$ cat src/rtl/core/rcp_pkg.sv
// rcp_pkg: shared types, limits and character codes of the request parser.
// Used by every module under rtl/core; depends on nothing.
package rcp_pkg;

	localparam int unsigned COUNT_LIMIT  = 1024;
	localparam int unsigned LENGTH_LIMIT = 512 * 1024 * 1024;
	localparam int unsigned LINE_LIMIT   = 64;

	localparam int unsigned BYTE_W   = 8;
	localparam int unsigned COUNT_W  = 11;
	localparam int unsigned LEN_W    = 30;
	localparam int unsigned LINE_W   = 7;
	localparam int unsigned INDEX_W  = 10;
	localparam int unsigned CFG_IDX_W = 2;

	localparam logic [LEN_W-1:0]  SAT_VALUE = {LEN_W{1'b1}};
	localparam logic [LINE_W-1:0] LINE_SAT  = {LINE_W{1'b1}};

	localparam logic [COUNT_W-1:0] RST_MAX_ARG_COUNT   = COUNT_W'(COUNT_LIMIT);
	localparam logic [LEN_W-1:0]   RST_MAX_ARG_LENGTH  = LEN_W'(LENGTH_LIMIT);
	localparam logic [LINE_W-1:0]  RST_MAX_NUMBER_LINE = LINE_W'(LINE_LIMIT);

	localparam logic [CFG_IDX_W-1:0] CFG_MAX_ARG_COUNT   = 2'd0;
	localparam logic [CFG_IDX_W-1:0] CFG_MAX_ARG_LENGTH  = 2'd1;
	localparam logic [CFG_IDX_W-1:0] CFG_MAX_NUMBER_LINE = 2'd2;

	localparam int unsigned QUEUE_DEPTH = 4;
	localparam int unsigned QPTR_W = $clog2(QUEUE_DEPTH);
	localparam int unsigned QCNT_W = $clog2(QUEUE_DEPTH + 1);

	localparam logic [BYTE_W-1:0] CH_STAR   = 8'h2A;
	localparam logic [BYTE_W-1:0] CH_DOLLAR = 8'h24;
	localparam logic [BYTE_W-1:0] CH_MINUS  = 8'h2D;
	localparam logic [BYTE_W-1:0] CH_CR     = 8'h0D;
	localparam logic [BYTE_W-1:0] CH_LF     = 8'h0A;
	localparam logic [BYTE_W-1:0] CH_ZERO   = 8'h30;
	localparam logic [BYTE_W-1:0] CH_NINE   = 8'h39;

	typedef enum logic [1:0] {
		KIND_BYTE,
		KIND_ARG_DONE,
		KIND_CMD_DONE,
		KIND_ERROR
	} kind_t;

	typedef enum logic [2:0] {
		ERR_NO_ARRAY,
		ERR_BAD_COUNT,
		ERR_NO_BULK,
		ERR_BAD_LENGTH,
		ERR_NO_CRLF
	} err_t;

	typedef struct packed {
		logic [BYTE_W-1:0] in_byte;
		logic              clear;
	} in_item_t;

	typedef struct packed {
		kind_t              kind;
		logic [BYTE_W-1:0]  payload;
		logic [INDEX_W-1:0] arg_index;
		logic [LEN_W-1:0]   amount;
		err_t               error_code;
		logic               last;
	} out_item_t;

	typedef struct packed {
		logic              clear;
		logic [BYTE_W-1:0] data;
		logic              is_digit;
		logic [3:0]        digit;
		logic              is_cr;
		logic              is_lf;
		logic              is_star;
		logic              is_dollar;
		logic              is_minus;
	} class_t;

	typedef struct packed {
		logic                 valid;
		logic [CFG_IDX_W-1:0] index;
		logic [LEN_W-1:0]     data;
	} cfg_wr_t;

endpackage

$ cat src/rtl/core/rcp_front.sv
// rcp_front: input stage; registers each item and decodes its byte class.
// Depends on rcp_pkg; feeds rcp_queue.
module rcp_front (
	input  logic              clk,
	input  logic              arst_n,
	input  logic              byte_valid,
	output logic              byte_ready,
	input  rcp_pkg::in_item_t byte_item,
	output logic              push,
	output rcp_pkg::class_t   push_data,
	input  logic              q_full
);

	logic            valid_s1;
	rcp_pkg::class_t cls_s1;
	rcp_pkg::class_t cls;

	always_comb begin
		cls.clear     = byte_item.clear;
		cls.data      = byte_item.in_byte;
		cls.is_digit  = (byte_item.in_byte >= rcp_pkg::CH_ZERO) &&
			(byte_item.in_byte <= rcp_pkg::CH_NINE);
		cls.digit     = 4'(byte_item.in_byte - rcp_pkg::CH_ZERO);
		cls.is_cr     = byte_item.in_byte == rcp_pkg::CH_CR;
		cls.is_lf     = byte_item.in_byte == rcp_pkg::CH_LF;
		cls.is_star   = byte_item.in_byte == rcp_pkg::CH_STAR;
		cls.is_dollar = byte_item.in_byte == rcp_pkg::CH_DOLLAR;
		cls.is_minus  = byte_item.in_byte == rcp_pkg::CH_MINUS;
	end

	assign push       = valid_s1 && !q_full;
	assign byte_ready = !valid_s1 || !q_full;
	assign push_data  = cls_s1;

	always_ff @(posedge clk or negedge arst_n) begin
		if (!arst_n) begin
			valid_s1 <= 1'b0;
		end else if (byte_ready) begin
			valid_s1 <= byte_valid;
		end
	end

	always_ff @(posedge clk) begin
		if (byte_ready && byte_valid) begin
			cls_s1 <= cls;
		end
	end

endmodule

$ cat src/rtl/core/rcp_queue.sv
// rcp_queue: short FIFO of classified items between front and back.
// Depends on rcp_pkg.
module rcp_queue (
	input  logic            clk,
	input  logic            arst_n,
	input  logic            push,
	input  rcp_pkg::class_t push_data,
	output logic            full,
	input  logic            pop,
	output rcp_pkg::class_t pop_data,
	output logic            nonempty
);

	rcp_pkg::class_t                mem_q [rcp_pkg::QUEUE_DEPTH];
	logic [rcp_pkg::QPTR_W-1:0]     wr_ptr_q;
	logic [rcp_pkg::QPTR_W-1:0]     rd_ptr_q;
	logic [rcp_pkg::QCNT_W-1:0]     count_q;

	localparam logic [rcp_pkg::QPTR_W-1:0] PTR_LAST = rcp_pkg::QPTR_W'(rcp_pkg::QUEUE_DEPTH - 1);

	assign full     = count_q == rcp_pkg::QCNT_W'(rcp_pkg::QUEUE_DEPTH);
	assign nonempty = count_q != '0;
	assign pop_data = mem_q[rd_ptr_q];

	always_ff @(posedge clk or negedge arst_n) begin
		if (!arst_n) begin
			wr_ptr_q <= '0;
			rd_ptr_q <= '0;
			count_q  <= '0;
		end else begin
			if (push) begin
				wr_ptr_q <= (wr_ptr_q == PTR_LAST) ? '0 : wr_ptr_q + 1'b1;
			end
			if (pop) begin
				rd_ptr_q <= (rd_ptr_q == PTR_LAST) ? '0 : rd_ptr_q + 1'b1;
			end
			if (push && !pop) begin
				count_q <= count_q + 1'b1;
			end else if (pop && !push) begin
				count_q <= count_q - 1'b1;
			end
		end
	end

	always_ff @(posedge clk) begin
		if (push) begin
			mem_q[wr_ptr_q] <= push_data;
		end
	end

endmodule

$ cat src/rtl/core/rcp_exec.sv
// rcp_exec: back end; parser state machine, config registers and result register.
// Depends on rcp_pkg; drains rcp_queue.
module rcp_exec (
	input  logic               clk,
	input  logic               arst_n,
	input  rcp_pkg::cfg_wr_t   cfg,
	input  logic               q_nonempty,
	input  rcp_pkg::class_t    cls,
	output logic               q_pop,
	output logic               result_valid,
	input  logic               result_ready,
	output rcp_pkg::out_item_t result_item
);

	typedef enum logic [3:0] {
		PH_STAR,
		PH_CNT,
		PH_CNT_LF,
		PH_DOLLAR,
		PH_LEN,
		PH_LEN_LF,
		PH_DATA,
		PH_DATA_CR,
		PH_DATA_LF
	} phase_t;

	localparam int unsigned LEN_W  = rcp_pkg::LEN_W;
	localparam int unsigned CNT_W  = rcp_pkg::COUNT_W;
	localparam int unsigned LINE_W = rcp_pkg::LINE_W;
	localparam int unsigned ACC_W  = LEN_W + 4;

	logic [CNT_W-1:0]  max_arg_count_q;
	logic [LEN_W-1:0]  max_arg_length_q;
	logic [LINE_W-1:0] max_number_line_q;

	phase_t            phase_q, phase_d;
	logic [LEN_W-1:0]  nv_q, nv_d;
	logic              over_q, over_d;
	logic              minus_q, minus_d;
	logic              digit_q, digit_d;
	logic [LINE_W-1:0] ll_q, ll_d;
	logic [CNT_W-1:0]  total_q, total_d;
	logic [CNT_W-1:0]  cur_q, cur_d;
	logic [LEN_W-1:0]  left_q, left_d;
	logic [LEN_W-1:0]  alen_q, alen_d;
	logic              halted_q, halted_d;

	logic               out_valid_q;
	rcp_pkg::out_item_t out_q;
	logic               pend_valid_q;
	rcp_pkg::out_item_t pend_q;

	logic               out_free;
	logic               take;
	rcp_pkg::out_item_t r0, r1;
	logic               r0_v, r1_v;
	logic               fail;
	rcp_pkg::err_t      code;

	logic [LEN_W-1:0]  cnt_lim, len_lim;
	logic [LINE_W-1:0] line_lim;
	logic [LINE_W-1:0] ll_next;
	logic [ACC_W-1:0]  acc;
	logic              acc_ovf;
	logic              num_base_ok;
	logic [CNT_W-1:0]  cur_inc;

	function automatic rcp_pkg::out_item_t mk_res(
		input rcp_pkg::kind_t                kind,
		input logic [rcp_pkg::BYTE_W-1:0]    payload,
		input logic [rcp_pkg::INDEX_W-1:0]   idx,
		input logic [rcp_pkg::LEN_W-1:0]     amt,
		input rcp_pkg::err_t                 ecode,
		input logic                          last
	);
		rcp_pkg::out_item_t r;
		r.kind       = kind;
		r.payload    = payload;
		r.arg_index  = idx;
		r.amount     = amt;
		r.error_code = ecode;
		r.last       = last;
		return r;
	endfunction

	assign cnt_lim = (LEN_W'(max_arg_count_q) < LEN_W'(rcp_pkg::COUNT_LIMIT)) ?
		LEN_W'(max_arg_count_q) : LEN_W'(rcp_pkg::COUNT_LIMIT);
	assign len_lim = (max_arg_length_q < LEN_W'(rcp_pkg::LENGTH_LIMIT)) ?
		max_arg_length_q : LEN_W'(rcp_pkg::LENGTH_LIMIT);
	assign line_lim = (max_number_line_q < LINE_W'(rcp_pkg::LINE_LIMIT)) ?
		max_number_line_q : LINE_W'(rcp_pkg::LINE_LIMIT);

	assign ll_next = (ll_q != rcp_pkg::LINE_SAT) ? ll_q + 1'b1 : ll_q;
	assign acc = ({4'b0, nv_q} << 3) + ({4'b0, nv_q} << 1) + ACC_W'(cls.digit);
	assign acc_ovf = acc > ACC_W'(rcp_pkg::SAT_VALUE);
	assign num_base_ok = digit_q && !over_q && !(minus_q && nv_q != '0);
	assign cur_inc = cur_q + 1'b1;

	assign out_free = !out_valid_q || result_ready;
	assign take     = q_nonempty && out_free && !pend_valid_q;
	assign q_pop    = take;

	assign result_valid = out_valid_q;
	assign result_item  = out_q;

	always_comb begin
		phase_d  = phase_q;
		nv_d     = nv_q;
		over_d   = over_q;
		minus_d  = minus_q;
		digit_d  = digit_q;
		ll_d     = ll_q;
		total_d  = total_q;
		cur_d    = cur_q;
		left_d   = left_q;
		alen_d   = alen_q;
		halted_d = halted_q;
		r0       = '0;
		r1       = '0;
		r0_v     = 1'b0;
		r1_v     = 1'b0;
		fail     = 1'b0;
		code     = rcp_pkg::ERR_NO_ARRAY;
		if (cls.clear) begin
			phase_d  = PH_STAR;
			nv_d     = '0;
			over_d   = 1'b0;
			minus_d  = 1'b0;
			digit_d  = 1'b0;
			ll_d     = '0;
			total_d  = '0;
			cur_d    = '0;
			left_d   = '0;
			alen_d   = '0;
			halted_d = 1'b0;
		end else if (!halted_q) begin
			unique case (phase_q)
				PH_STAR: begin
					code = rcp_pkg::ERR_NO_ARRAY;
					if (!cls.is_star) begin
						fail = 1'b1;
					end else begin
						cur_d   = '0;
						phase_d = PH_CNT;
						nv_d    = '0;
						over_d  = 1'b0;
						minus_d = 1'b0;
						digit_d = 1'b0;
						ll_d    = '0;
					end
				end
				PH_CNT, PH_LEN: begin
					code = (phase_q == PH_CNT) ? rcp_pkg::ERR_BAD_COUNT :
						rcp_pkg::ERR_BAD_LENGTH;
					ll_d = ll_next;
					priority if (ll_next > line_lim) begin
						fail = 1'b1;
					end else if (cls.is_cr) begin
						phase_d = (phase_q == PH_CNT) ? PH_CNT_LF : PH_LEN_LF;
					end else if (cls.is_minus && ll_next == LINE_W'(1)) begin
						minus_d = 1'b1;
					end else if (cls.is_digit) begin
						nv_d    = acc_ovf ? rcp_pkg::SAT_VALUE : acc[LEN_W-1:0];
						over_d  = over_q || acc_ovf;
						digit_d = 1'b1;
					end else begin
						fail = 1'b1;
					end
				end
				PH_CNT_LF: begin
					code = rcp_pkg::ERR_BAD_COUNT;
					if (!cls.is_lf || !num_base_ok || nv_q > cnt_lim) begin
						fail = 1'b1;
					end else begin
						total_d = nv_q[CNT_W-1:0];
						cur_d   = '0;
						if (nv_q == '0) begin
							phase_d = PH_STAR;
							r0_v    = 1'b1;
							r0      = mk_res(rcp_pkg::KIND_CMD_DONE, '0, '0, '0,
								rcp_pkg::ERR_NO_ARRAY, 1'b1);
						end else begin
							phase_d = PH_DOLLAR;
						end
					end
				end
				PH_DOLLAR: begin
					code = rcp_pkg::ERR_NO_BULK;
					if (!cls.is_dollar) begin
						fail = 1'b1;
					end else begin
						phase_d = PH_LEN;
						nv_d    = '0;
						over_d  = 1'b0;
						minus_d = 1'b0;
						digit_d = 1'b0;
						ll_d    = '0;
					end
				end
				PH_LEN_LF: begin
					code = rcp_pkg::ERR_BAD_LENGTH;
					if (!cls.is_lf || !num_base_ok || nv_q > len_lim) begin
						fail = 1'b1;
					end else begin
						alen_d  = nv_q;
						left_d  = nv_q;
						phase_d = (nv_q != '0) ? PH_DATA : PH_DATA_CR;
					end
				end
				PH_DATA: begin
					r0_v = 1'b1;
					r0   = mk_res(rcp_pkg::KIND_BYTE, cls.data,
						cur_q[rcp_pkg::INDEX_W-1:0], '0, rcp_pkg::ERR_NO_ARRAY, 1'b1);
					left_d = left_q - 1'b1;
					if (left_q == LEN_W'(1)) begin
						phase_d = PH_DATA_CR;
					end
				end
				PH_DATA_CR: begin
					code = rcp_pkg::ERR_NO_CRLF;
					if (!cls.is_cr) begin
						fail = 1'b1;
					end else begin
						phase_d = PH_DATA_LF;
					end
				end
				PH_DATA_LF: begin
					code = rcp_pkg::ERR_NO_CRLF;
					if (!cls.is_lf) begin
						fail = 1'b1;
					end else if (cur_inc >= total_q) begin
						r0_v    = 1'b1;
						r0      = mk_res(rcp_pkg::KIND_ARG_DONE, '0,
							cur_q[rcp_pkg::INDEX_W-1:0], alen_q, rcp_pkg::ERR_NO_ARRAY, 1'b0);
						r1_v    = 1'b1;
						r1      = mk_res(rcp_pkg::KIND_CMD_DONE, '0, '0, LEN_W'(total_q),
							rcp_pkg::ERR_NO_ARRAY, 1'b1);
						phase_d = PH_STAR;
						cur_d   = '0;
					end else begin
						r0_v    = 1'b1;
						r0      = mk_res(rcp_pkg::KIND_ARG_DONE, '0,
							cur_q[rcp_pkg::INDEX_W-1:0], alen_q, rcp_pkg::ERR_NO_ARRAY, 1'b1);
						phase_d = PH_DOLLAR;
						cur_d   = cur_inc;
					end
				end
				default: begin
					phase_d = PH_STAR;
					nv_d    = '0;
					over_d  = 1'b0;
					minus_d = 1'b0;
					digit_d = 1'b0;
					ll_d    = '0;
				end
			endcase
			if (fail) begin
				halted_d = 1'b1;
				r0_v     = 1'b1;
				r0       = mk_res(rcp_pkg::KIND_ERROR, '0, cur_q[rcp_pkg::INDEX_W-1:0],
					'0, code, 1'b1);
			end
		end
	end

	always_ff @(posedge clk or negedge arst_n) begin
		if (!arst_n) begin
			max_arg_count_q   <= rcp_pkg::RST_MAX_ARG_COUNT;
			max_arg_length_q  <= rcp_pkg::RST_MAX_ARG_LENGTH;
			max_number_line_q <= rcp_pkg::RST_MAX_NUMBER_LINE;
			phase_q      <= PH_STAR;
			nv_q         <= '0;
			over_q       <= 1'b0;
			minus_q      <= 1'b0;
			digit_q      <= 1'b0;
			ll_q         <= '0;
			total_q      <= '0;
			cur_q        <= '0;
			left_q       <= '0;
			alen_q       <= '0;
			halted_q     <= 1'b0;
			out_valid_q  <= 1'b0;
			out_q        <= '0;
			pend_valid_q <= 1'b0;
			pend_q       <= '0;
		end else begin
			if (cfg.valid) begin
				unique case (cfg.index)
					rcp_pkg::CFG_MAX_ARG_COUNT:   max_arg_count_q   <= cfg.data[CNT_W-1:0];
					rcp_pkg::CFG_MAX_ARG_LENGTH:  max_arg_length_q  <= cfg.data;
					rcp_pkg::CFG_MAX_NUMBER_LINE: max_number_line_q <= cfg.data[LINE_W-1:0];
					default: ;
				endcase
			end
			if (out_free) begin
				if (pend_valid_q) begin
					out_q        <= pend_q;
					out_valid_q  <= 1'b1;
					pend_valid_q <= 1'b0;
				end else if (take && r0_v) begin
					out_q        <= r0;
					out_valid_q  <= 1'b1;
					pend_valid_q <= r1_v;
					pend_q       <= r1;
				end else begin
					out_valid_q <= 1'b0;
				end
			end
			if (take) begin
				phase_q  <= phase_d;
				nv_q     <= nv_d;
				over_q   <= over_d;
				minus_q  <= minus_d;
				digit_q  <= digit_d;
				ll_q     <= ll_d;
				total_q  <= total_d;
				cur_q    <= cur_d;
				left_q   <= left_d;
				alen_q   <= alen_d;
				halted_q <= halted_d;
			end
		end
	end

	a_pend_behind_out: assert property (@(posedge clk) disable iff (!arst_n)
		pend_valid_q |-> out_valid_q)
		else $error("pending result without a result in the output register");

	a_pend_is_cmd_done: assert property (@(posedge clk) disable iff (!arst_n)
		pend_valid_q |-> (pend_q.kind == rcp_pkg::KIND_CMD_DONE) && pend_q.last)
		else $error("second result of an item is not a final command-done");

	a_not_last_has_pend: assert property (@(posedge clk) disable iff (!arst_n)
		(out_valid_q && !out_q.last) |-> pend_valid_q)
		else $error("non-final result with no follow-up queued");

	a_data_has_bytes: assert property (@(posedge clk) disable iff (!arst_n)
		(phase_q == PH_DATA) |-> (left_q != '0))
		else $error("payload phase with zero bytes left");

endmodule

$ cat src/rtl/core/resp_command_parser.sv
// resp_command_parser: top level of the multibulk request parser.
// Depends on rcp_pkg, rcp_front, rcp_queue and rcp_exec.
//
// Usage:
//   byte channel (byte_valid/byte_ready/byte_item): one stream byte per item,
//     or a clear item that returns the parser to expecting a new command.
//   result channel (result_valid/result_ready/result_item): payload bytes,
//     argument-done, command-done and error items; last marks the final
//     item caused by one input byte.
//   cfg channel (cfg_valid/cfg_ready/cfg_index/cfg_data): always ready; index 0
//     max_arg_count, 1 max_arg_length, 2 max_number_line, others ignored.
//     Write only while the parser is idle.
// Path: an accepted byte is registered in the input stage, written into the queue,
//   popped by the back end, and its first result goes to the output register.
// Throughput: one byte per cycle unless the receiver stalls; the closing LF of a
//   command's last argument yields two items, and the second stalls the back end.
// Reset: limits return to their defaults, the parser expects '*', queue empty.
// When the receiver stalls the output register and pending item hold, the
//   back end stops, and the 4-item queue plus input stage fill before
//   byte_ready drops.
module resp_command_parser (
	input  logic                              clk,
	input  logic                              arst_n,
	input  logic                              byte_valid,
	output logic                              byte_ready,
	input  rcp_pkg::in_item_t                 byte_item,
	output logic                              result_valid,
	input  logic                              result_ready,
	output rcp_pkg::out_item_t                result_item,
	input  logic                              cfg_valid,
	output logic                              cfg_ready,
	input  logic [rcp_pkg::CFG_IDX_W-1:0]     cfg_index,
	input  logic [rcp_pkg::LEN_W-1:0]         cfg_data
);

	logic             push;
	rcp_pkg::class_t  push_data;
	logic             q_full;
	logic             q_pop;
	rcp_pkg::class_t  pop_data;
	logic             q_nonempty;
	rcp_pkg::cfg_wr_t cfg;

	assign cfg_ready = 1'b1;
	assign cfg.valid = cfg_valid;
	assign cfg.index = cfg_index;
	assign cfg.data  = cfg_data;

	rcp_front u_front (
		.clk        (clk),
		.arst_n     (arst_n),
		.byte_valid (byte_valid),
		.byte_ready (byte_ready),
		.byte_item  (byte_item),
		.push       (push),
		.push_data  (push_data),
		.q_full     (q_full)
	);

	rcp_queue u_queue (
		.clk       (clk),
		.arst_n    (arst_n),
		.push      (push),
		.push_data (push_data),
		.full      (q_full),
		.pop       (q_pop),
		.pop_data  (pop_data),
		.nonempty  (q_nonempty)
	);

	rcp_exec u_exec (
		.clk          (clk),
		.arst_n       (arst_n),
		.cfg          (cfg),
		.q_nonempty   (q_nonempty),
		.cls          (pop_data),
		.q_pop        (q_pop),
		.result_valid (result_valid),
		.result_ready (result_ready),
		.result_item  (result_item)
	);

endmodule
$ cat config.mk
export PLATFORM = sky130hd
export DESIGN_NAME = resp_command_parser
export DESIGN_NICKNAME = d
export VERILOG_FILES = /design/src/rtl/core/rcp_pkg.sv /design/src/rtl/core/rcp_front.sv /design/src/rtl/core/rcp_queue.sv /design/src/rtl/core/rcp_exec.sv /design/src/rtl/core/resp_command_parser.sv
export SDC_FILE = /design/constraint.sdc
export NUM_CORES = 1
export LEC_CHECK = 0
export ABC_AREA = 0
export BUFFER_PORTS_ARGS = -buffer_cell sky130_fd_sc_hd__buf_4
export CAP_MARGIN = 30
export CORE_MARGIN = 2
export CORE_UTILIZATION = 40
export DETAILED_ROUTE_END_ITERATION = 8
export GPL_ROUTABILITY_DRIVEN = 0
export PLACE_DENSITY = 0.62
export SETUP_SLACK_MARGIN = 0.5
export SLEW_MARGIN = 20
export SYNTH_ARGS = -nofsm -noshare
export SYNTH_HDL_FRONTEND = slang
export SYNTH_SLANG_ARGS = --single-unit
$ cat constraint.sdc
create_clock -name clk -period 4.6 [get_ports clk]
set_input_delay 0.46 -clock clk [delete_from_list [all_inputs] [get_ports clk]]
set_output_delay 0.46 -clock clk [all_outputs]
set_load 0.03 [all_outputs]
---- After elaboration in Yosys (flattened, before gate mapping) ----
Memory sizes are Yosys's and may differ from the RTL's.
Cells that the tools add are included.
cells by class
  add/subtract/negate cells ............... 10
  $lt $le $gt $ge ......................... 10
  eq/ne operators ......................... 38
  mux-type cells .......................... 130
  bitwise gates (word level) .............. 1
  reduce and logical (&&, ||, !) cells .... 55
operator list
  kind                                                                      count
  54-bit 2-to-1 mux                                                         12
  30-bit 2-to-1 mux                                                         16
  54-bit one-hot mux with 3 select lines                                    1
  11-bit 2-to-1 mux                                                         11
  30-bit one-hot mux with 4 select lines                                    1
  30-bit > comparator                                                       2
  30-bit one-hot mux with 2 select lines                                    1
  1-bit 2-to-1 mux                                                          53
  53-bit 2-to-1 mux                                                         1
  4-bit 2-to-1 mux                                                          11
  7-bit 2-to-1 mux                                                          6
  33-bit by 31-bit adder with 34-bit output                                 1
  34-bit by 4-bit adder with 34-bit output                                  1
  34-bit by 30-bit > comparator with 1-bit output (second input constant)   1
  11-bit one-hot mux with 3 select lines                                    1
  4-bit one-hot mux with 8 select lines                                     1
  30-bit by 1-bit equality test with 1-bit output (second input constant)   1
  30-bit zero test                                                          1
  30-bit < comparator (second input constant)                               1
  30-bit nonzero test                                                       1
  30-bit by 1-bit subtractor with 30-bit output (second input constant)     1
  7-bit one-hot mux with 4 select lines                                     1
  8-bit by 6-bit equality test with 1-bit output (second input constant)    3
  3-bit by 2-bit inequality test with 1-bit output (second input constant)  7
  other kinds (50)                                                          108
word-level totals
  bits in registers ....................... 312
  RAM bits ................................ 76
  input port bits ......................... 46
  output and inout bits ................... 57
  logic and storage cells ................. 286
  memories kept ........................... 1
memory list
  memory         words  bits a word  rd ports  clocked after memory_dff  wr ports  line             text
  u_queue.mem_q  4      19           1         0                         1         rcp_queue.sv:14  rcp_pkg::class_t mem_q [rcp_pkg::QUEUE_DEPTH];

---- Logic depth before layout (Yosys ltp) ----
Gate-level depths: netlist of run 1.
  word-level depth ........................ 17
  mapped depth ............................ 16
  depth with buffers taken out ............ 14

---- Cells and area by module ----
From an unflattened synthesis of run 1, not the netlist that was laid out.
unflattened totals
  cells, all modules ...................... 1741
  area total of the unflattened synthesis .. 18662.9 um^2
modules (own cells, without submodules)
  module               instances  cells an instance  area each (um^2)  sequential area each (um^2)
  rcp_exec             1          1566               14863.0           6084.6
  rcp_queue            1          136                3159.3            2457.4
  rcp_front            1          37                 629.4             475.5
  resp_command_parser  1          2                  11.3              0.0

---- Least setup slack after synthesis of run 1 ----
OpenSTA, ideal clock, no wires.
  path type ............................... register to register
  start point ............................. reg u_queue.rd_ptr_q[0] (netlist bit)
  end point ............................... reg u_exec.nv_q[10]
  data arrival time ....................... 4.765 ns
  required time ........................... 4.467 ns
  setup slack ............................. -0.298 ns
  cell stages (with the launch flop) ...... 16
  period minus slack after synthesis ...... 4.898 ns
  cell sequence ........................... dfrtp_1 -> buf_2 -> buf_1 -> mux4_2 -> fa_1 -> ha_1 -> nand3_1 -> a2111oi_0 -> nor2_1 -> o31ai_1 -> a21oi_1 -> o31a_1 -> a21oi_1 -> clkbuf_1 -> clkbuf_1 -> o21ai_0
on the way
  cells in the longest elaborated chain, start to end .. 11
  elaborated cells on any way between the ends .. 21
  classes of those cells .................. add/sub: 1; order compare: 1; eq/ne: 8; mux: 8; reduce/logical: 2; memory: 1
RTL lines
  item                                             line             text
  from (decl)                                      rcp_queue.sv:16  logic [rcp_pkg::QPTR_W-1:0] rd_ptr_q;
  from (signal assigned)                           rcp_queue.sv:35  rd_ptr_q <= (rd_ptr_q == PTR_LAST) ? '0 : rd_ptr_q + 1'b1;
  memory read 4 x 19 bit (*)                       n/a
  34-bit by 4-bit adder with 34-bit output         rcp_exec.sv:94   assign acc = ({4'b0, nv_q} << 3) + ({4'b0, nv_q} << 1) + ACC_W'(cls.digit);
  34-bit by 30-bit > comparator with 1-bit output  rcp_exec.sv:95   assign acc_ovf = acc > ACC_W'(rcp_pkg::SAT_VALUE);
  30-bit 2-to-1 mux                                rcp_exec.sv:163  nv_d = acc_ovf ? rcp_pkg::SAT_VALUE : acc[LEN_W-1:0];
  30-bit 2-to-1 mux                                rcp_exec.sv:162  end else if (cls.is_digit) begin
  30-bit 2-to-1 mux                                rcp_exec.sv:160  end else if (cls.is_minus && ll_next == LINE_W'(1)) begin
  30-bit 2-to-1 mux                                rcp_exec.sv:158  end else if (cls.is_cr) begin
  30-bit 2-to-1 mux                                rcp_exec.sv:156  priority if (ll_next > line_lim) begin
  30-bit one-hot mux with 4 select lines           rcp_exec.sv:137  unique case (phase_q)
  30-bit 2-to-1 mux                                rcp_exec.sv:136  end else if (!halted_q) begin
  30-bit 2-to-1 mux                                rcp_exec.sv:124  if (cls.clear) begin
  to (signal assigned)                             rcp_exec.sv:311  nv_q <= nv_d;
  to (decl)                                        rcp_exec.sv:37   logic [LEN_W-1:0] nv_q, nv_d;
Every way passes the cells marked *; elsewhere a longest branch is shown, timed or not. The select of a mux whose other input is x is not followed.
A chain may end at the register's enable or synchronous reset.

---- Worst setup path in the final report of run 1 ----
  start point ............................. reg u_queue.rd_ptr_q[0] (netlist bit)
  end point ............................... reg u_exec.nv_q[28]
The elaborated chain is that of the path after synthesis.

==> impl_metrics.env, run 1 <==
export IMPL_ir_worst_vdd_uv=496
export IMPL_required_ps=5010
export IMPL_critPathCaptureType="flip-flop"
export IMPL_p_per_area_nw_per_um2=451
export IMPL_rows=78
export IMPL_grt_start_max_net_pins=135
export IMPL_synth_edff_count=75
export IMPL_finalCriticalPeriod_ps=3940
export IMPL_grt_usage_pct=20.1
export IMPL_htree_num_levels=2
export IMPL_viasPerCell=5.75
export IMPL_final_util_pct=46.9
export IMPL_synthTopCellsByArea="dfrtp_1 34%, edfxtp_1 12%, ha_1 8.8%"
export IMPL_p_leak_nw=9.41
export IMPL_ys_types=79
export IMPL_final_fill_count=4211
export IMPL_core_area_um2=45200
export IMPL_grt_pass1_vias=13700
export IMPL_remaining_drc_errors=0
export IMPL_antenna_found_initial=0
export IMPL_slew_violations=0
export IMPL_drtAntennaViolNets=0
export IMPL_hold_path_class="in -> reg"
export IMPL_dieWidth_um=217
export IMPL_crit_fanout=15
export IMPL_clk_pin_slew_ps=60
export IMPL_multi_input_area_um2=9270
export IMPL_ioPinCount=103
export IMPL_rrSetupSlack_ps=660
export IMPL_hold_path_depth=1
export IMPL_clock_sinks=326
export IMPL_hpwl_um=33400
export IMPL_area_delta_synth_final_pct=16.3
export IMPL_min_to="u_front.push_data[18]"
export IMPL_synthArstFlopShare_pct=77.0
export IMPL_status="finished clean"
export IMPL_relSlewSlack_pct=41.9
export IMPL_r2r_end="u_exec.nv_q[28]"
export IMPL_worst_hold_startpoint="byte_item[0]"
export IMPL_drt_iter0_markers=1196
export IMPL_syn_num_nets=1937
export IMPL_portBuffers=101
export IMPL_max_freq_mhz=254
export IMPL_rsz0062_at_grt="false"
export IMPL_reg2reg_from="u_queue.rd_ptr_q[0]"
export IMPL_cts_tree="yes"
export IMPL_hold_viol=0
export IMPL_detail_route_wirelength_um=47700
export IMPL_period_share_pct=85.6
export IMPL_start_util_pct=40.3
export IMPL_path_class="reg -> reg"
export IMPL_diodes=0
export IMPL_dr_pass1_iters=5
export IMPL_yosys_area_top_type="dfrtp_1"
export IMPL_wl_per_cell_um=19.2
export IMPL_crit_path_start_kind="flip-flop"
export IMPL_cp_cell_sequence="mux4_2 > fa_1 > ha_1 > nand3_1 > a2111oi_4 > nor2_1 > o31ai_2 > a21oi_1 > o31a_1 > a21oi_2 > buf_6 > o21ai_0"
export IMPL_avgSynthCellArea_um2=10.4
export IMPL_max_cap_viol_count=0
export IMPL_vias=14300
export IMPL_arrival_ps=4350
export IMPL_synth_area_um2=18200
export IMPL_ctsRootBufferMaster="clkbuf_16"
export IMPL_clock_latency_ps=560
export IMPL_tns_ps=0
export IMPL_final_net_count=2035
export IMPL_seq_area_um2=8540
export IMPL_yosysSeqAreaShare_pct=46.8
export IMPL_ff2ff_path_depth=12
export IMPL_cts_buffers=37
export IMPL_fp_dieArea_um2=47300
export IMPL_synth_top_area_share_pct=34.0
export IMPL_cp_slowest_cell="mux4_2"
export IMPL_grt_pass1_wl_um=76200
export IMPL_die_y_um=217
export IMPL_max_stage_delay_ps=580
export IMPL_clockBufferDepth=3
export IMPL_fin_skew_ps=19.2
export IMPL_grt_ovfl_total=0
export IMPL_tightest_slew_ps=869
export IMPL_layout_drive_gt1_share_pct=17.7
export IMPL_synth_seq_cells=326
export IMPL_yosysWarningCount=0
export IMPL_syn_inst=1760
export IMPL_synth_ff_type="dfrtp_1"
export IMPL_setup_viol=0
==> cell usage after synthesis (17+ instances only) <==
library cell and n:
edfxtp_1 75, nor2_1 100, a22o_1 55, mux2i_1 21
and3_1 17, nand4_1 18, a21o_1 27, xnor2_1 23
dfrtp_1 248, nand2_1 155, mux2_2 60, clkbuf_1 84
nand2b_1 18, ha_1 128, nand3_1 37, nor3_1 33
o21ai_0 177, nor4_1 25, a22oi_1 28, o31ai_1 47
a21oi_1 94, inv_1 49, a31oi_1 17
==> critical path: cells and delay by family (launching register included) <==
kind / cells / cell delay, ps
buffers and inverters: 1 / 190
AND/OR/NAND/NOR: 2 / 270
flip-flops: 1 / 420
multiplexers: 1 / 580
adder cells (fa/ha/maj): 2 / 800
AO/OA/AOI/OAI: 6 / 1520
==> timing repair <==
item	in CTS	in global routing
resized for setup	5	23
pin swaps	1	6
cloned	0	2
hold buffers	0	1
setup endpoints to repair	48	101
hold endpoints to repair	0	61
buffers inserted	0	8
==> where the power goes <==
group          internal (mW)  switching, mW  total (mW)
combinational           1.10           1.99        3.09
clock                   1.69           1.21        2.91
sequential              3.32          0.239        3.56
total                   6.11           3.45        9.56
==> layer usage <==
| metal | GRT usage, % | vias to the layer above | part of all wire, % |
|---|---|---|---|
| li1 | - | 6820 | - |
| met1 | 30.4 | 7015 | 48 |
| met2 | 30.2 | 392 | 45 |
| met3 | 2.73 | 53 | 5.2 |
| met4 | 5.46 | 0 | 1.8 |
| met5 | 0 | - | 0 |
==> stage by stage <==
stage / hold WS (ps) / cell area [um^2] / cells / setup slack, ps / power (mW)
after floorplan: 164 / 18300 / 1760 / 535 / 5.60
after global placement: 477 / 19800 / 2406 / 262 / 6.49
after detailed placement: 475 / 19800 / 2406 / 193 / 6.55
after CTS: 60.6 / 21000 / 2472 / 507 / 9.50
after global routing: 64.7 / 21200 / 2485 / 444 / 10.1
final: 88.5 / 21200 / 2485 / 661 / 9.56
==> worst max path at each step <==
stage / from / endpoint / cells after the start
2_1_floorplan: u_queue.rd_ptr_q[0] / u_exec.nv_q[10] / 15
3_3_place_gp: u_exec.max_arg_length_q[29] / u_exec.result_item[48] / 12
3_5_place_dp: u_exec.max_arg_length_q[29] / u_exec.result_item[51] / 12
4_1_cts: u_exec.max_arg_length_q[29] / u_exec.result_item[51] / 12
5_1_grt: u_exec.ll_q[0] / u_exec.result_item[29] / 15
6_report: u_queue.rd_ptr_q[0] / u_exec.nv_q[28] / 12
==> layout make-up <==
class                   count  share of cell area, %
inverters                  50                  0.903
well taps                 600                   3.54
flip-flops and latches    326                   40.3
repair buffers            156                   5.95
multi-input cells        1287                   43.7
clock buffers              46                   4.62
clock inverters            20                  0.985
==> cell families after synthesis <==
| group | count (synthesis) | share of synthesized area [%] |
|---|---|---|
| other | 1 | 0.0206 |
| AOI/OAI and AO/OA | 541 | 19.3 |
| DFF | 326 | 46.8 |
| buffers and inverters | 147 | 3.12 |
| muxes | 101 | 7.08 |
| adders and majority gates | 131 | 9.11 |
| xor gates and xnor gates | 36 | 1.73 |
| and+or+nand+nor | 477 | 12.8 |
==> cells in the final DEF (no fill, tap or decap), types with 12 or more instances in the layout <==
cell type	n
a22oi_1	28
dfrtp_1	245
nor2b_1	14
a21o_1	27
and2_1	12
nand4_1	18
nand2_1	155
nor2_1	100
inv_1	48
a22o_1	55
xnor2_1	23
xor2_1	13
a31oi_1	15
mux2i_1	21
o21ai_0	173
mux4_2	14
nand2b_1	18
o31ai_1	46
nor4_1	22
a211oi_1	12
nor3_1	31
nand3_1	37
edfxtp_1	75
mux2_2	60
clkbuf_16	38
and3_1	17
buf_4	146
ha_1	128
a21oi_1	91
==> flip-flops by register name, summed over array words and instances, names as in the netlist, 11 cells and up <==
name                     flops
u_exec.alen_q               30
u_exec.cur_q                11
u_exec.left_q               30
u_exec.max_arg_count_q      11
u_exec.max_arg_length_q     30
u_exec.nv_q                 30
u_exec.pend_q               12
u_exec.result_item          54
u_exec.total_q              11
u_front.push_data           15
u_queue.mem_q               60
(Power assumes the default switching activity.)
==> run 2: changes to the inputs <==
--- a/config.mk
+++ b/config.mk
@@ -8,11 +8,13 @@
 export ABC_AREA = 0
 export BUFFER_PORTS_ARGS = -buffer_cell sky130_fd_sc_hd__buf_4
 export CAP_MARGIN = 30
+export CELL_PAD_IN_SITES_DETAIL_PLACEMENT = 1
+export CELL_PAD_IN_SITES_GLOBAL_PLACEMENT = 2
 export CORE_MARGIN = 2
-export CORE_UTILIZATION = 40
+export CORE_UTILIZATION = 37
 export DETAILED_ROUTE_END_ITERATION = 8
 export GPL_ROUTABILITY_DRIVEN = 0
-export PLACE_DENSITY = 0.62
+export PLACE_DENSITY = 0.81
 export SETUP_SLACK_MARGIN = 0.5
 export SLEW_MARGIN = 20
 export SYNTH_ARGS = -nofsm -noshare
==> run 2 against run 1 <==
Against the previous run: cell count is 2.8% higher; core utilization fell by 3.1 points; count of clock-buffer cells in the layout grew 6; global-route usage grew 1.6 points; register-to-register slack worse by 20 ps; flip-flop and latch count is the same; critical path type unchanged; largest power group unchanged.
==> impl_metrics.env, run 2 (synthesized netlist as in run 1, its figures left out) <==
export IMPL_cts_buffers=38
export IMPL_setup_viol=0
export IMPL_max_cap_viol_count=0
export IMPL_cts_tree="yes"
export IMPL_layout_drive_gt1_share_pct=18.0
export IMPL_drt_iter0_markers=973
export IMPL_fin_skew_ps=17.9
export IMPL_fp_dieArea_um2=51100
export IMPL_area_delta_synth_final_pct=17.1
export IMPL_hold_viol=0
export IMPL_p_per_area_nw_per_um2=461
export IMPL_ir_worst_vdd_uv=264
export IMPL_tightest_slew_ps=910
export IMPL_dr_pass1_iters=5
export IMPL_core_area_um2=48700
export IMPL_postLayoutCellArea_um2=21300
export IMPL_detail_route_wirelength_um=55300
export IMPL_layout_commonest_cell="dfrtp_1"
export IMPL_path_class="reg -> reg"
export IMPL_cp_slowest_cell="mux4_2"
export IMPL_required_ps=5010
export IMPL_relSlewSlack_pct=38.8
export IMPL_clk_pin_slew_ps=60
export IMPL_critPathCaptureType="flip-flop"
export IMPL_drtAntennaViolNets=0
export IMPL_grt_pass1_vias=15400
export IMPL_cp_cell_sequence="mux4_2 > fa_2 > ha_1 > nand3_1 > a2111oi_4 > nor2_1 > o31ai_2 > a21oi_1 > o31a_1 > a21oi_2 > buf_6 > o21ai_0"
export IMPL_crit_path_start_kind="flip-flop"
export IMPL_crit_fanout=15
export IMPL_period_share_pct=86.0
export IMPL_tns_ps=0
export IMPL_grt_ovfl_total=0
export IMPL_final_net_count=2038
export IMPL_critical_path_top_delay_family="compound AO/OA/AOI/OAI gates"
export IMPL_wl_per_cell_um=21.7
export IMPL_arrival_ps=4370
export IMPL_antenna_found_initial=0
export IMPL_max_stage_delay_ps=580
export IMPL_rsz0062_at_grt="true"
export IMPL_vias=14600
export IMPL_critPathBufInv=1
export IMPL_hold_path_class="in -> reg"
export IMPL_start_util_pct=37.4
export IMPL_largest_register_ffs=60
export IMPL_grt_usage_pct=21.7
export IMPL_diodes=0
export IMPL_rows=81
export IMPL_die_y_um=226
export IMPL_remaining_drc_errors=0
export IMPL_clockBufferDepth=3
export IMPL_ctsRootBufferMaster="clkbuf_16"
export IMPL_max_freq_mhz=253
export IMPL_viasPerCell=5.71
export IMPL_hpwl_um=39000
export IMPL_htree_num_levels=2
export IMPL_slew_violations=0
export IMPL_grt_pass1_wl_um=87400
export IMPL_final_cell_mix="247 x dfrtp_1, 172 x o21ai_0, 155 x nand2_1"
export IMPL_grt_start_max_net_pins=108
export IMPL_portBuffers=101
export IMPL_clock_latency_ps=560
export IMPL_place_area_um2=19900
export IMPL_ioPinCount=103
export IMPL_p_leak_nw=9.45
export IMPL_dieWidth_um=226
export IMPL_status="finished clean"
export IMPL_largest_register="u_queue.mem_q"
export IMPL_finalCriticalPeriod_ps=3950
export IMPL_clock_sinks=326
==> run 2: cell types whose count changed in the layout (fill, tap and decap cells not counted), sizes merged <==
cell	delta
buf	+2
inv	+2
clkinv	-4
clkbuf	+6
bufinv	-1
==> run 2: per-stage QoR <==
stage / setup slack [ps] / util (%) / cells / hold WS, ps / total power [mW]
4_1_cts: 526 / 43.4 / 2544 / 65.5 / 9.77
3_3_place_gp: 451 / 40.7 / 2473 / 475 / 6.55
3_5_place_dp: 323 / 40.8 / 2474 / 481 / 6.67
6_report: 645 / 43.8 / 2554 / 92.1 / 9.83
5_1_grt: 448 / 43.8 / 2554 / 74.9 / 10.4
2_1_floorplan: 535 / - / 1760 / 164 / 5.60
==> run 2: cell type report <==
| class | instances | area [um^2] |
|---|---|---|
| clock buffers | 52 | 1090 |
| clock inverters | 17 | 154 |
| fillers | 5364 | 27400 |
| inverters | 50 | 194 |
| multi-input cells | 1287 | 9260 |
| flip-flops and latches | 326 | 8540 |
| well taps | 664 | 831 |
| repair buffers | 158 | 1270 |
==> run 2: worst paths after layout <==
kind | startpoint | depth (start not counted) | end | slack, ps
worst max-delay path | u_queue.rd_ptr_q[0] | 12 | u_exec.nv_q[2] | 650
worst max register to register | u_queue.rd_ptr_q[0] | 12 | u_exec.nv_q[2] | 650
max in group asynchronous | arst_n | 3 | u_exec.left_q[26] | 2700
min in group asynchronous | arst_n | 2 | u_exec.result_item[38] | 530
worst min register to register | u_exec.total_q[6] | 1 | u_exec.pend_q[10] | 500
worst min-delay path | byte_item[0] | 1 | u_front.push_data[18] | 90
==> run 2: power by group <==
group,switching (mW),internal (mW)
clock network,1.25,1.79
logic,2.13,1.11
registers,0.248,3.31
==> run 2: routing by layer <==
metal | vias up | GRT usage (%) | share of wire, %
met4 | 0 | 6.30 | 2.1
met2 | 295 | 34.5 | 46
met5 | - | 0 | 0
li1 | 6805 | - | -
met1 | 7412 | 31.2 | 48
met3 | 73 | 2.63 | 3.9
==> run 2: what timing repair did <==
action	4_1_cts	5_1_grt
setup buffers	0	8
resized for setup	7	22
setup endpoints to repair	66	84
endpoints found under the hold margin	12	0
gates cloned	0	2
hold buffers	1	0
pin swaps	0	5
==> run 3: changes to the inputs <==
--- a/config.mk
+++ b/config.mk
@@ -5,13 +5,13 @@
 export SDC_FILE = /design/constraint.sdc
 export NUM_CORES = 1
 export LEC_CHECK = 0
-export ABC_AREA = 0
+export ABC_AREA = 1
 export BUFFER_PORTS_ARGS = -buffer_cell sky130_fd_sc_hd__buf_4
 export CAP_MARGIN = 30
 export CELL_PAD_IN_SITES_DETAIL_PLACEMENT = 1
 export CELL_PAD_IN_SITES_GLOBAL_PLACEMENT = 2
 export CORE_MARGIN = 2
-export CORE_UTILIZATION = 37
+export CORE_UTILIZATION = 34
 export DETAILED_ROUTE_END_ITERATION = 8
 export GPL_ROUTABILITY_DRIVEN = 0
 export PLACE_DENSITY = 0.81
==> run 3 against run 2 <==
Against the previous run: synthesized area grew 2.8%; combinational power grew 29%; synthesized cell count grew 31%; cell area grew 1.9%; register-to-register slack gained 200 ps; clock power grew 11%; worst setup slack gained 200 ps; total power grew 13%; via count grew 10%; core utilization shrank 4.1 points; critical path type unchanged.
==> impl_metrics.env, run 3 <==
export IMPL_finalCriticalPeriod_ps=3750
export IMPL_viasPerCell=5.10
export IMPL_yosysSeqAreaShare_pct=45.6
export IMPL_setup_viol=0
export IMPL_pre_cts_slack_ps=464
export IMPL_drtAntennaViolNets=0
export IMPL_fin_skew_ps=23.2
export IMPL_rsz0062_at_grt="false"
export IMPL_wl_met2_um=28200
export IMPL_synthArstFlopShare_pct=77.0
export IMPL_final_cell_mix="662 x nand2_1, 247 x dfrtp_1, 231 x nor2_1"
export IMPL_hold_viol=0
export IMPL_synth_area_um2=18700
export IMPL_synth_edff_count=75
export IMPL_grt_pass1_vias=17200
export IMPL_slew_violations=0
export IMPL_highest_layer="met4"
export IMPL_layout_drive_gt1_share_pct=10.6
export IMPL_crit_path_start_kind="flip-flop"
export IMPL_grt_start_max_net_pins=106
export IMPL_portBuffers=101
export IMPL_tns_ps=0
export IMPL_synth_seq_cells=326
export IMPL_tightest_slew_ps=748
export IMPL_layout_commonest_cell="nand2_1"
export IMPL_yosys_top_cells_count="662 x nand2_1, 248 x dfrtp_1, 231 x nor2_1, 225 x inv_1, 175 x o21ai_0"
export IMPL_period_share_pct=81.6
export IMPL_hpwl_um=42000
export IMPL_largest_register_ffs=60
export IMPL_multi_input_area_um2=8960
export IMPL_worst_hold_startpoint="byte_item[0]"
export IMPL_final_net_count=2588
export IMPL_cts_buffers=40
export IMPL_htree_num_levels=2
export IMPL_ioPinCount=103
export IMPL_drt_iter0_markers=864
export IMPL_postCtsSetupBuffers=0
export IMPL_yosys_area_top_type="dfrtp_1"
export IMPL_finalPower_mw=11.2
export IMPL_synthTopCellsByArea="dfrtp_1 33%, nand2_1 13%, edfxtp_1 12%"
export IMPL_hold_path_class="in -> reg"
export IMPL_yosysWarningCount=0
export IMPL_clk_pin_slew_ps=60
export IMPL_worst_slack_ps=846
export IMPL_final_fill_count=6513
export IMPL_reg2reg_from="u_exec.ll_q[0]"
export IMPL_rows=86
export IMPL_post_synth_top_count_cell="nand2_1"
export IMPL_wl_per_cell_um=18.1
export IMPL_avgSynthCellArea_um2=8.11
export IMPL_remaining_drc_errors=0
export IMPL_cts_tree="yes"
export IMPL_ys_types=59
export IMPL_area_delta_synth_final_pct=16.0
export IMPL_relSlewSlack_pct=50.0
export IMPL_vias=16000
export IMPL_max_cap_viol_count=0
export IMPL_clock_sinks=326
export IMPL_dr_wl_met3_um=1560
export IMPL_required_ps=5090
export IMPL_fp_dieArea_um2=57000
export IMPL_start_util_pct=34.2
export IMPL_wl_met1_um=25900
export IMPL_syn_num_nets=2488
export IMPL_max_freq_mhz=266
export IMPL_startpoint="u_exec.ll_q[0]"
export IMPL_arrival_ps=4240
export IMPL_dr_pass1_iters=5
export IMPL_clockBufferDepth=3
export IMPL_grt_usage_pct=20.4
export IMPL_grt_ovfl_total=0
export IMPL_status="finished clean"
export IMPL_dieWidth_um=239
export IMPL_holdWs_ps=65.1
export IMPL_seq_area_um2=8540
export IMPL_diodes=0
export IMPL_p_per_area_nw_per_um2=513
export IMPL_grt_pass1_wl_um=92600
export IMPL_detail_route_wirelength_um=56900
export IMPL_die_y_um=239
export IMPL_ir_worst_vdd_uv=364
export IMPL_core_area_um2=54800
export IMPL_critPathCaptureType="flip-flop"
export IMPL_syn_inst=2311
export IMPL_synth_ff_type="dfrtp_1"
export IMPL_clock_latency_ps=570
export IMPL_largest_register="u_queue.mem_q"
export IMPL_p_leak_nw=11.1
export IMPL_path_class="reg -> reg"
export IMPL_synth_top_area_share_pct=33.1
export IMPL_ctsRootBufferMaster="clkbuf_16"
export IMPL_crit_fanout=30
export IMPL_antenna_found_initial=0
[run 3: what timing repair did]
action | 4_1_cts | 5_1_grt
endpoints found under the setup margin | 29 | 30
endpoints found under the hold margin | 63 | 0
gates resized for setup | 1 | 9
hold buffers | 1 | 0
[run 3: cell type report]
class                           count  area share [%]
Clock buffer                       52            5.23
Clock inverter                     21            1.31
Inverter                          234            4.06
Multi-Input combinational cell   1675            41.2
Sequential cell                   326            39.3
Tap cell                          704            4.05
Timing Repair Buffer              134            4.86
[run 3: metal layers]
layer  vias up  GRT usage [%]
met5         -              0
met4         0           6.06
met3        66           2.30
met2       201           35.8
met1      7985           26.3
li1       7794              -
[run 3: worst paths after layout]
kind	end	slack (ps)	depth (start not counted)
hold / removal	u_front.push_data[18]	70	1
min in group asynchronous	u_exec.max_arg_length_q[19]	460	2
max in group asynchronous	u_exec.halted_q	3130	3
setup / recovery	u_exec.nv_q[12]	850	18
hold reg to reg	u_exec.result_item[21]	470	2
setup reg to reg	u_exec.nv_q[12]	850	18
[run 3: through the flow]
| stage | instances | utilization [%] | area [um^2] |
|---|---|---|---|
| 2_1_floorplan | 2311 | - | 18700 |
| 3_3_place_gp | 3071 | 37.0 | 20300 |
| 3_5_place_dp | 3071 | 37.0 | 20300 |
| 4_1_cts | 3145 | 39.6 | 21700 |
| 5_1_grt | 3146 | 39.7 | 21700 |
| 6_report | 3146 | 39.7 | 21700 |
[run 3: power breakdown]
part	internal (mW)	switching, mW
logic	1.18	2.98
clock network	2.04	1.32
registers	3.37	0.253
[run 3: cell families after synthesis]
group	count (synthesis)	share of synthesized area [%]
simple gates	1138	25.2
flops	326	45.6
compound gates	336	10.2
mux	19	1.14
xor+xnor	50	2.34
fa+ha+maj	131	8.87
other cells	1	0.0200
buf+inv	310	6.75
[run 3: worst max-delay path, cell delays in order (launching register included)]
cell	delay, ps
dfrtp_1	420
ha_1	210
nand2_1	120
nor2_4	140
nand2_2	120
nand2_1	100
xor2_1	200
inv_1	90
ha_1	300
nand2_1	50
o32ai_1	500
or2_1	240
o211ai_4	110
nor2_2	100
nand2_1	190
inv_2	340
nand2_1	130
buf_8	200
nand3_1	100
